<file path="src/design/rmth_pkg.sv">
// Shared types and constants for the two-heap running median block.
// No dependencies.
`default_nettype none
package rmth_pkg;
    localparam int CAPACITY_DEF    = 1024;
    localparam int SAMPLE_BITS_DEF = 16;
    localparam int IN_W            = 16;
    localparam int MED_W           = 17;

    // datapath commands
    localparam logic [2:0] OP_NONE  = 3'd0;
    localparam logic [2:0] OP_PUSH  = 3'd1;
    localparam logic [2:0] OP_REPL  = 3'd2;

    typedef struct packed {
        logic       load;
        logic [2:0] op;
        logic       sel_upper;
        logic       use_carry;
        logic       save_top;
        logic       finish;
    } rmth_cmd_t;

    typedef struct packed {
        logic ready;
        logic lower_empty;
        logic upper_empty;
        logic full;
        logic ge_upper;
        logic le_lower;
        logic ge_lower;
        logic upper_le_lower;
        logic lower_le_upper;
    } rmth_sts_t;
endpackage
`default_nettype wire

</file>
<file path="src/design/rmth_ctrl.sv">
// Controller: picks the heap operations for each insert and sequences them.
// Depends on rmth_pkg.
`default_nettype none
module rmth_ctrl (
    input  wire logic                clk,
    input  wire logic                rst_n,
    input  wire logic                start,
    output logic                     busy,
    output logic                     done,
    output rmth_pkg::rmth_cmd_t      cmd,
    input  wire rmth_pkg::rmth_sts_t sts
);
    import rmth_pkg::*;
    localparam logic [2:0] C_IDLE = 3'd0, C_DEC = 3'd1, C_WAIT1 = 3'd2,
        C_SECOND = 3'd3, C_WAIT2 = 3'd4, C_FIN = 3'd5;

    logic [2:0] st_reg, st_next;
    logic       two_reg, two_next, up_reg, up_next;
    logic       done_reg;

    always_comb
    begin
        st_next = st_reg; two_next = two_reg; up_next = up_reg;
        cmd = '0;
        case (st_reg)
            C_IDLE:
            begin
                if (start)
                begin
                    cmd.load = 1'b1; st_next = C_DEC;
                end
            end
            C_DEC:
            begin
                if (sts.full)
                    st_next = C_FIN;
                else
                begin
                    st_next = C_WAIT1; two_next = 1'b0; up_next = 1'b0;
                    if (sts.lower_empty)
                        cmd.op = OP_PUSH;
                    else if (sts.upper_empty)
                    begin
                        if (sts.ge_lower)
                        begin
                            cmd.op = OP_PUSH; cmd.sel_upper = 1'b1;
                        end
                        else
                        begin
                            cmd.op = OP_REPL; cmd.save_top = 1'b1;
                            cmd.sel_upper = 1'b0; two_next = 1'b1; up_next = 1'b1;
                        end
                    end
                    else if (sts.ge_upper)
                    begin
                        if (sts.upper_le_lower)
                        begin
                            cmd.op = OP_PUSH; cmd.sel_upper = 1'b1;
                        end
                        else
                        begin
                            cmd.op = OP_REPL; cmd.sel_upper = 1'b1;
                            two_next = 1'b1; up_next = 1'b0;
                        end
                    end
                    else if (sts.le_lower)
                    begin
                        if (sts.lower_le_upper)
                            cmd.op = OP_PUSH;
                        else
                        begin
                            cmd.op = OP_REPL; two_next = 1'b1; up_next = 1'b1;
                        end
                    end
                    else if (sts.lower_le_upper)
                        cmd.op = OP_PUSH;
                    else
                    begin
                        cmd.op = OP_PUSH; cmd.sel_upper = 1'b1;
                    end
                    // capture the displaced top before it is overwritten
                    if (two_next)
                    begin
                        cmd.save_top = 1'b1; cmd.sel_upper = !up_next;
                    end
                end
            end
            C_WAIT1:
                if (sts.ready) st_next = two_reg ? C_SECOND : C_FIN;
            C_SECOND:
            begin
                cmd.op = OP_PUSH; cmd.sel_upper = up_reg; cmd.use_carry = 1'b1;
                st_next = C_WAIT2;
            end
            C_WAIT2:
                if (sts.ready) st_next = C_FIN;
            C_FIN:
            begin
                cmd.finish = 1'b1; st_next = C_IDLE;
            end
            default: st_next = C_IDLE;
        endcase
    end

    always_ff @(posedge clk or negedge rst_n)
    begin
        if (!rst_n)
        begin
            st_reg <= C_IDLE; two_reg <= 1'b0; up_reg <= 1'b0; done_reg <= 1'b0;
        end
        else
        begin
            st_reg <= st_next; two_reg <= two_next; up_reg <= up_next;
            done_reg <= (st_reg == C_FIN);
        end
    end

    assign busy = (st_reg != C_IDLE);
    assign done = done_reg;
endmodule
`default_nettype wire

</file>
<file path="config.mk">
export PLATFORM = sky130hd
export DESIGN_NAME = rmth_ctrl
export DESIGN_NICKNAME = d
export VERILOG_FILES = /design/src/design/rmth_pkg.sv /design/src/design/rmth_ctrl.sv
export SDC_FILE = /design/constraint.sdc
export NUM_CORES = 1
export LEC_CHECK = 0
export BUFFER_PORTS_ARGS = -buffer_cell sky130_fd_sc_hd__buf_2
export CELL_PAD_IN_SITES_DETAIL_PLACEMENT = 0
export CELL_PAD_IN_SITES_GLOBAL_PLACEMENT = 1
export CORE_MARGIN = 5
export CORE_UTILIZATION = 31
export DETAILED_ROUTE_END_ITERATION = 16
export PLACE_DENSITY = 0.83
export SLEW_MARGIN = 20
export SYNTH_ARGS = -nofsm -noshare
export SYNTH_HDL_FRONTEND = slang
export SYNTH_SLANG_ARGS = --single-unit
</file>
<file path="constraint.sdc">
create_clock -name clk -period 3.1 [get_ports clk]
set_input_delay 0.465 -clock clk [delete_from_list [all_inputs] [get_ports clk]]
set_output_delay 0.465 -clock clk [all_outputs]
set_load 0.1 [all_outputs]
</file>
# == Word level (Yosys, flattened, before mapping) ==
# Index checks and enable logic that the tools add are counted.
# word_totals
regBits,6
input_bits,12
out_inout_bits,10
# classes
n_eq_ne,8
muxes,41
bitwise_logic,1
n_reduce_logical,5
# op_table
cell,n
$mux W1,26
$mux W3,8
$pmux W3 S5,1
$mux W4,3
$pmux W4 S2,1
$eq A3 B2 Y1 const B,2
$eq A3 B3 Y1 const B,2
$ne A2 B2 Y1 const B,3
$mux W2,2
$eq A3 B1 Y1 const B,1
$logic_not A3 Y1,1
$reduce_and A3 Y1,1
$reduce_bool A3 Y1,1
$reduce_and A2 Y1,1
$logic_not A1 Y1,1
$not A1 Y1,1

# == Logic depth before layout (Yosys ltp) ==
# Gate-level depths: netlist (run 1).
# logic_depth
word_depth,11
mapped_depth,4
mapped_depth_nobuf,3

# == Least setup slack after synthesis (run 1) ==
# No wires, ideal clock.
# synth_path
path_kind,input port to output port
start,input sts[5] (netlist name)
end,output cmd[3] (netlist name)
t_arrival_ps,2938
slack_ps,-303
cell_stages,3
path_buffers,1
cell_sequence,or4b_1 -> buf_2 -> o41ai_2
# synth_lines
element,line,text
start: declaration,rmth_ctrl.sv:11,input wire rmth_pkg::rmth_sts_t sts
end: declaration,rmth_ctrl.sv:10,"output rmth_pkg::rmth_cmd_t cmd,"

==> metrics.log, run 1 <==
INFO  metric cp-end-kind = output port
INFO  metric design.core.area = 1300 um2
INFO  metric cts_tree = done
INFO  metric global_router_s_overall_resource_usage = 8.87%
INFO  metric final_cells = 83
INFO  metric final_sum_of_negative_setup_slack = 0 ps
INFO  metric post-dp-hpwl = 725 um
INFO  metric finalSetupViolCount = 0
INFO  metric rsz0062_at_grt = no
INFO  metric worst_reg_to_reg_path_cell_count = 2
INFO  metric synth.avg_cell_area = 8.73 um2
INFO  metric finalClockSkew = 6.01 ps
INFO  metric drc_errors = 0
INFO  metric critical-path-max-stage-delay = 710 ps
INFO  metric antenna_found_initial = 0
INFO  metric worst-path-stages = 3
INFO  metric dp_cells = 80
INFO  metric start_util = 32.9%
INFO  metric grt_pass1_wl = 1.35 mm
INFO  metric final.period_utilization = 88.2%
INFO  metric peakVddDrop = 462 uV
INFO  metric final_antenna_net_count = 0
INFO  metric timing.final.max_slew_violations = 0
INFO  metric cts_post_setup_buffers_inserted = 0
INFO  metric worstPathRequired = 2630 ps
INFO  metric critPathSlowestCell = sky130_fd_sc_hd__or4b_1
INFO  metric setup.worst_path.start_class = flop
INFO  metric route.vias.total = 397
INFO  metric arrival = 2270 ps
INFO  metric worstPathCellList = or4b_1 -> o41ai_4 -> buf_2
INFO  metric leakage_component_of_the_power = 0.303 nW
INFO  metric max_cap_viol_count = 0
INFO  metric critical_path_buf_inv_count = 1
INFO  metric min_period = 2730 ps
INFO  metric synth_top_flop_cell = sky130_fd_sc_hd__dfrtp_1
INFO  metric detailedRoute.firstIterationViolations = 7
INFO  metric clock_insertion_delay_worst_skew = 240 ps
INFO  metric outcome = completed
INFO  metric fin_nets = 82
INFO  metric largest_area_contributor_in_the_netlist = sky130_fd_sc_hd__dfrtp_1
INFO  metric yosys.cell_count.top_type = sky130_fd_sc_hd__dfrtp_1
INFO  metric fill_cells = 138
INFO  metric crit_type = reg2out
INFO  metric finalHoldWorstSlack = 37.4 ps
INFO  metric netlist-cell-type-count = 28
INFO  metric globalplace.congestion = 0.785
INFO  metric synth_top_cell_area_share = 35.1%
INFO  metric grt_pass1_vias = 336
INFO  metric hold_path.class = in2async
INFO  metric cts_hold_buffers = 0
INFO  metric port-buffer-count = 20
INFO  metric synthCells = 49
INFO  metric numCtsBuffers = 3
INFO  metric detail_route.wl_per_cell = 11.0 um
INFO  metric synth.yosys.seq_area_share = 35.1%
INFO  metric ys.warnings.count = 0
INFO  metric async_reset_ff_share = 100%
INFO  metric wl = 910 um
INFO  metric floorplan.die.width = 47.2 um
INFO  metric site_rows = 13
INFO  metric die_height = 47.2 um
INFO  metric synth_top_cells_by_count = sky130_fd_sc_hd__dfrtp_1 (6), sky130_fd_sc_hd__nor2_1 (4), sky130_fd_sc_hd__nor2b_1 (4)
INFO  metric diodes = 0
INFO  metric netlist_top_cells_area = sky130_fd_sc_hd__dfrtp_1 (35%), sky130_fd_sc_hd__nor2b_1 (5.8%), sky130_fd_sc_hd__nor3b_1 (5.3%), sky130_fd_sc_hd__o41ai_2 (3.8%), sky130_fd_sc_hd__a21oi_1 (3.5%)
INFO  metric post_cts.resized_instances = 0
INFO  metric worst_path_dominant_cell_family = simple AND/OR/NAND/NOR gates
INFO  metric synth_edf_count = 0
INFO  metric synth-seq-cells = 6
INFO  metric clkTransAtPathRegs = 50 ps
INFO  metric power.density_cell_area = 1120 nW/um2
INFO  metric clock-sinks = 6
INFO  metric grt_start_max_net_pins = 12
INFO  metric p_r_area_growth_vs_syn = 32.7%
INFO  metric proportion_of_layout_cells_with_a_drive_suffix_above_1 = 41.2%
INFO  metric syn_nets = 61
INFO  metric htree_levels = 1
INFO  metric critPathMaxFanout = 11
INFO  metric clk_root_buffer_cell = sky130_fd_sc_hd__clkbuf_4
INFO  metric total_global_routing_overflow = 0
INFO  metric netlist_area = 428 um2
INFO  metric clockBufferDepth = 2
INFO  metric max_freq = 366 MHz
INFO  metric flip_flop_count_of_the_largest_register_after_layout = 3
INFO  metric top_level_port_count = 22
INFO  metric viasPerCell = 4.78
INFO  metric hold_viol = 0
INFO  metric die-area = 2220 um2
INFO  metric drt_pass1_iterations = 4
-- cell families after synthesis --
logic type             Yosys count  synth area share (%)
flip-flops                       6                  35.1
other                            1                 0.876
multiplexers                     1                  3.51
buffers and inverters            7                  7.31
AO/OA/AOI/OAI                   12                  20.5
AND/OR/NAND/NOR                 22                  32.7
-- path summary, 6_finish.rpt --
path	slack, ps	startpoint	to
worst max-delay path	370	st_reg[1]	cmd[3]
worst min-delay path	40	rst_n	done
worst max register to register	1450	st_reg[1]	two_reg
worst min register to register	480	up_reg	up_reg
max in group asynchronous	2910	rst_n	st_reg[0]
min in group clk	480	sts[7]	up_reg
-- layer usage --
layer	part of all wire (%)	up-vias	GRT usage, %	wire (um)
met2	43	15	12.7	388
met1	45	173	10.6	409
met5	0	-	0	0
li1	-	209	-	-
met4	0	0	3.31	0
met3	12	0	5.75	112
-- power by group --
group	total, mW	internal [mW]	switching, mW
clock network	0.0702	0.0437	0.0265
registers	0.157	0.111	0.0452
logic	0.409	0.0983	0.311
-- per-stage QoR --
stage               total power [mW]  util (%)  instance area (um2)  setup slack (ps)
finish                         0.636      43.7                  568               367
detailed placement             0.568      41.9                  546               521
CTS                            0.643      43.7                  568               357
global placement               0.568      41.9                  546               534
floorplan                      0.514         -                  447              63.7
global route                   0.679      43.7                  568               289
-- layout make-up --
type | count | area (um2) | share of cell area, %
inverters | 3 | 11.3 | 1.98
flip-flops and latches | 6 | 150 | 26.4
well taps | 15 | 18.8 | 3.30
repair buffers | 20 | 100 | 17.6
multi-input cells | 36 | 265 | 46.7
clock buffers | 3 | 22.5 | 3.96
-- cells in the final DEF, fill, tap and decap left out, types with 2 or more instances in the layout --
cell type                  synthesis  layout
sky130_fd_sc_hd__nor2b_1           4       4
sky130_fd_sc_hd__nor3b_1           3       2
sky130_fd_sc_hd__buf_2             1      20
sky130_fd_sc_hd__a21oi_1           3       3
sky130_fd_sc_hd__dfrtp_1           6       6
sky130_fd_sc_hd__clkbuf_4          0       3
sky130_fd_sc_hd__nand2_1           3       3
sky130_fd_sc_hd__inv_1             3       3
sky130_fd_sc_hd__nor2_1            4       3
sky130_fd_sc_hd__o21ai_0           2       2
-- worst register-to-register path: cells and delay by family, from the launching register on --
family	cells	cell delay [ps]
and+or+nand+nor	1	710
DFF	1	480
muxes	1	350
Note: power is estimated with default switching activity, not from simulation.
==> inputs of run 2 (changes only) <==
--- a/config.mk
+++ b/config.mk
@@ -11,7 +11,9 @@
 export CORE_MARGIN = 5
 export CORE_UTILIZATION = 31
 export DETAILED_ROUTE_END_ITERATION = 16
+export MAX_ROUTING_LAYER = met4
 export PLACE_DENSITY = 0.83
+export RECOVER_POWER = 50
 export SLEW_MARGIN = 20
 export SYNTH_ARGS = -nofsm -noshare
 export SYNTH_HDL_FRONTEND = slang
==> run 2 against run 1 <==
Sequential share of layout area rose by 0.29 points. Total power fell by 0.54%. Combinational power barely moved. Final cell count did not move.
==> metrics.log, run 2 (synthesis results as in run 1) <==
INFO  metric outcome = completed
INFO  metric worst_setup_margin = 376 ps (+9.26 ps)
INFO  metric hold_viol = 0 (unchanged)
INFO  metric comb_power_share = 64.2% (-0.2 points)
INFO  metric cp-end-kind = output port
INFO  metric flip_flop_count_of_the_largest_register_after_layout = 3 (unchanged)
INFO  metric clockBufferDepth = 2 (unchanged)
INFO  metric htree_levels = 1 (unchanged)
INFO  metric critical-path-max-stage-delay = 710 ps (about the same)
INFO  metric route.vias.total = 398 (+0.25%)
INFO  metric met1Wirelength = 418 um (+2.2%)
INFO  metric final_cells = 83 (unchanged)
INFO  metric final_antenna_net_count = 0 (unchanged)
INFO  metric wl = 914 um (+0.44%)
INFO  metric proportion_of_layout_cells_with_a_drive_suffix_above_1 = 38.2% (-2.9 points)
INFO  metric antenna_found_initial = 0 (unchanged)
INFO  metric critPathSlowestCell = sky130_fd_sc_hd__or4b_1
INFO  metric preCtsSetupSlack = 521 ps (unchanged)
INFO  metric critical_path.reg2reg.startpoint = st_reg[1]
INFO  metric total_global_routing_overflow = 0 (unchanged)
INFO  metric critPathMaxFanout = 11 (unchanged)
INFO  metric rsz0062_at_grt = no
INFO  metric arrival = 2260 ps (about the same)
INFO  metric routed.top_layer = met3
INFO  metric clk_root_buffer_cell = sky130_fd_sc_hd__clkbuf_4
INFO  metric min_period = 2720 ps (-9.26 ps)
INFO  metric globalplace.congestion = 0.796 (+1.4%)
INFO  metric worst_reg_to_reg_path_cell_count = 2 (unchanged)
INFO  metric hold_path.class = in2async
INFO  metric setup.worst_path.start_class = flop
INFO  metric design.core.area = 1300 um2 (unchanged)
INFO  metric cts_post_setup_buffers_inserted = 0 (unchanged)
INFO  metric start_util = 32.9% (unchanged)
INFO  metric die_height = 47.2 um (unchanged)
INFO  metric finalSetupViolCount = 0 (unchanged)
INFO  metric pwr-share-seq = 24.7% (about the same)
INFO  metric drc_errors = 0 (unchanged)
INFO  metric clock_insertion_delay_worst_skew = 240 ps (about the same)
INFO  metric worstPathRequired = 2630 ps (about the same)
INFO  metric total_internal_power = 0.251 mW (-0.73%)
INFO  metric clock-sinks = 6 (unchanged)
INFO  metric diodes = 0 (unchanged)
INFO  metric port-buffer-count = 20 (unchanged)
INFO  metric finalClockSkew = 6.10 ps (+0.0925 ps)
INFO  metric timing.final.max_slew_violations = 0 (unchanged)
INFO  metric top_level_port_count = 22 (unchanged)
INFO  metric drt_pass1_iterations = 4 (unchanged)
INFO  metric r2r_setup_slack = 1460 ps (about the same)
INFO  metric site_rows = 13 (unchanged)
INFO  metric power.density_cell_area = 1130 nW/um2 (+0.57%)
INFO  metric post-dp-hpwl = 725 um (unchanged)
INFO  metric max_cap_viol_count = 0 (unchanged)
INFO  metric postLayoutCellArea = 562 um2 (-1.1%)
INFO  metric die-area = 2220 um2 (unchanged)
INFO  metric pwr-share-clk = 11.1% (about the same)
INFO  metric layout_common_cells = sky130_fd_sc_hd__buf_2 (19), sky130_fd_sc_hd__dfrtp_1 (6), sky130_fd_sc_hd__nor2b_1 (4)
INFO  metric numCtsBuffers = 3 (unchanged)
INFO  metric switchingPower = 0.381 mW (-0.41%)
INFO  metric cts_tree = done
INFO  metric grt_start_max_net_pins = 12 (unchanged)
INFO  metric leakage_component_of_the_power = 0.299 nW (-1.5%)
INFO  metric place_area = 546 um2 (unchanged)
INFO  metric peakVddDrop = 462 uV (about the same)
INFO  metric global_router_s_overall_resource_usage = 9.16% (+0.29 points)
INFO  metric clkTransAtPathRegs = 50 ps (about the same)
INFO  metric netSwitchingFraction = 60.2% (+0.076 points)
INFO  metric final_sum_of_negative_setup_slack = 0 ps (unchanged)
INFO  metric post_cts.resized_instances = 0 (unchanged)
INFO  metric fill_cells = 140 (+1.4%)
INFO  metric met3_length = 110 um (-1.8%)
INFO  metric detailroute.wirelength.met2 = 385 um (-0.77%)
INFO  metric fin_nets = 82 (unchanged)
INFO  metric final.period_utilization = 87.9% (-0.30 points)
INFO  metric layout.cells.most_common = sky130_fd_sc_hd__buf_2
INFO  metric cts_hold_buffers = 0 (unchanged)
INFO  metric max_freq = 367 MHz (+0.34%)
INFO  metric reg2reg_to = two_reg
INFO  metric viasPerCell = 4.80 (+0.25%)
INFO  metric grt_pass1_vias = 336 (unchanged)
INFO  metric detailedRoute.firstIterationViolations = 6 (-1)
INFO  metric floorplan.die.width = 47.2 um (unchanged)
INFO  metric p_r_area_growth_vs_syn = 31.3%
INFO  metric worstPathCellList = or4b_1 -> o41ai_4 -> buf_2
INFO  metric grt_pass1_wl = 1.35 mm (unchanged)
INFO  metric detail_route.wl_per_cell = 11.0 um (+0.44%)
INFO  metric crit_type = reg2out
INFO  metric finalHoldWorstSlack = 90.0 ps (+52.5 ps)
INFO  metric dp_cells = 80 (unchanged)
## run 2: stage by stage
stage | total power [mW] | utilization (%)
final | 0.632 | 43.2
after global routing | 0.676 | 43.2
after CTS | 0.643 | 43.7
after detailed placement | 0.568 | 41.9
after global placement | 0.568 | 41.9
after floorplan | 0.514 | -
## run 2: final cells by class
cell class / count / area [um2] / share of cell area, %
sequential: 6 / 150 / 26.7
clock buffer: 3 / 22.5 / 4.01
inverter: 3 / 11.3 / 2.00
multi-input combinational: 36 / 260 / 46.3
timing repair buffer: 20 / 98.8 / 17.6
tap: 15 / 18.8 / 3.34
## run 2: how the worst max path moves through the flow
stage | start | endpoint | slack (ps) | cells past startpoint
after floorplan | sts[5] | cmd[4] | 60 | 3
after global placement | sts[5] | cmd[3] | 530 | 4
after detailed placement | sts[5] | cmd[3] | 520 | 4
after CTS | st_reg[1] | cmd[3] | 360 | 3
after global routing | st_reg[1] | cmd[3] | 300 | 3
final | st_reg[1] | cmd[3] | 380 | 3
## run 2: critical path, delay by kind of cell (launching register included)
family                 cells  cell delay (ps)
and+or+nand+nor            1              710
buffers and inverters      1              470
DFF                        1              470
AOI/OAI and AO/OA          1              370
## run 2: layer usage
layer  global-route usage [%]  vias to the layer above
li1                         -                      210
met5                        -                        -
met1                     10.8                      173
met4                     3.31                        0
met3                     5.36                        0
met2                     12.7                       15
## run 2: power groups by stage
| stage | Sequential, mW | Combinational (mW) | Clock, mW |
|---|---|---|---|
| after floorplan | 0.158 | 0.356 | 0 |
| after global placement | 0.156 | 0.412 | 0 |
| after detailed placement | 0.157 | 0.411 | 0 |
| after CTS | 0.156 | 0.412 | 0.0752 |
| after global routing | 0.164 | 0.429 | 0.0829 |
| final | 0.156 | 0.406 | 0.0702 |
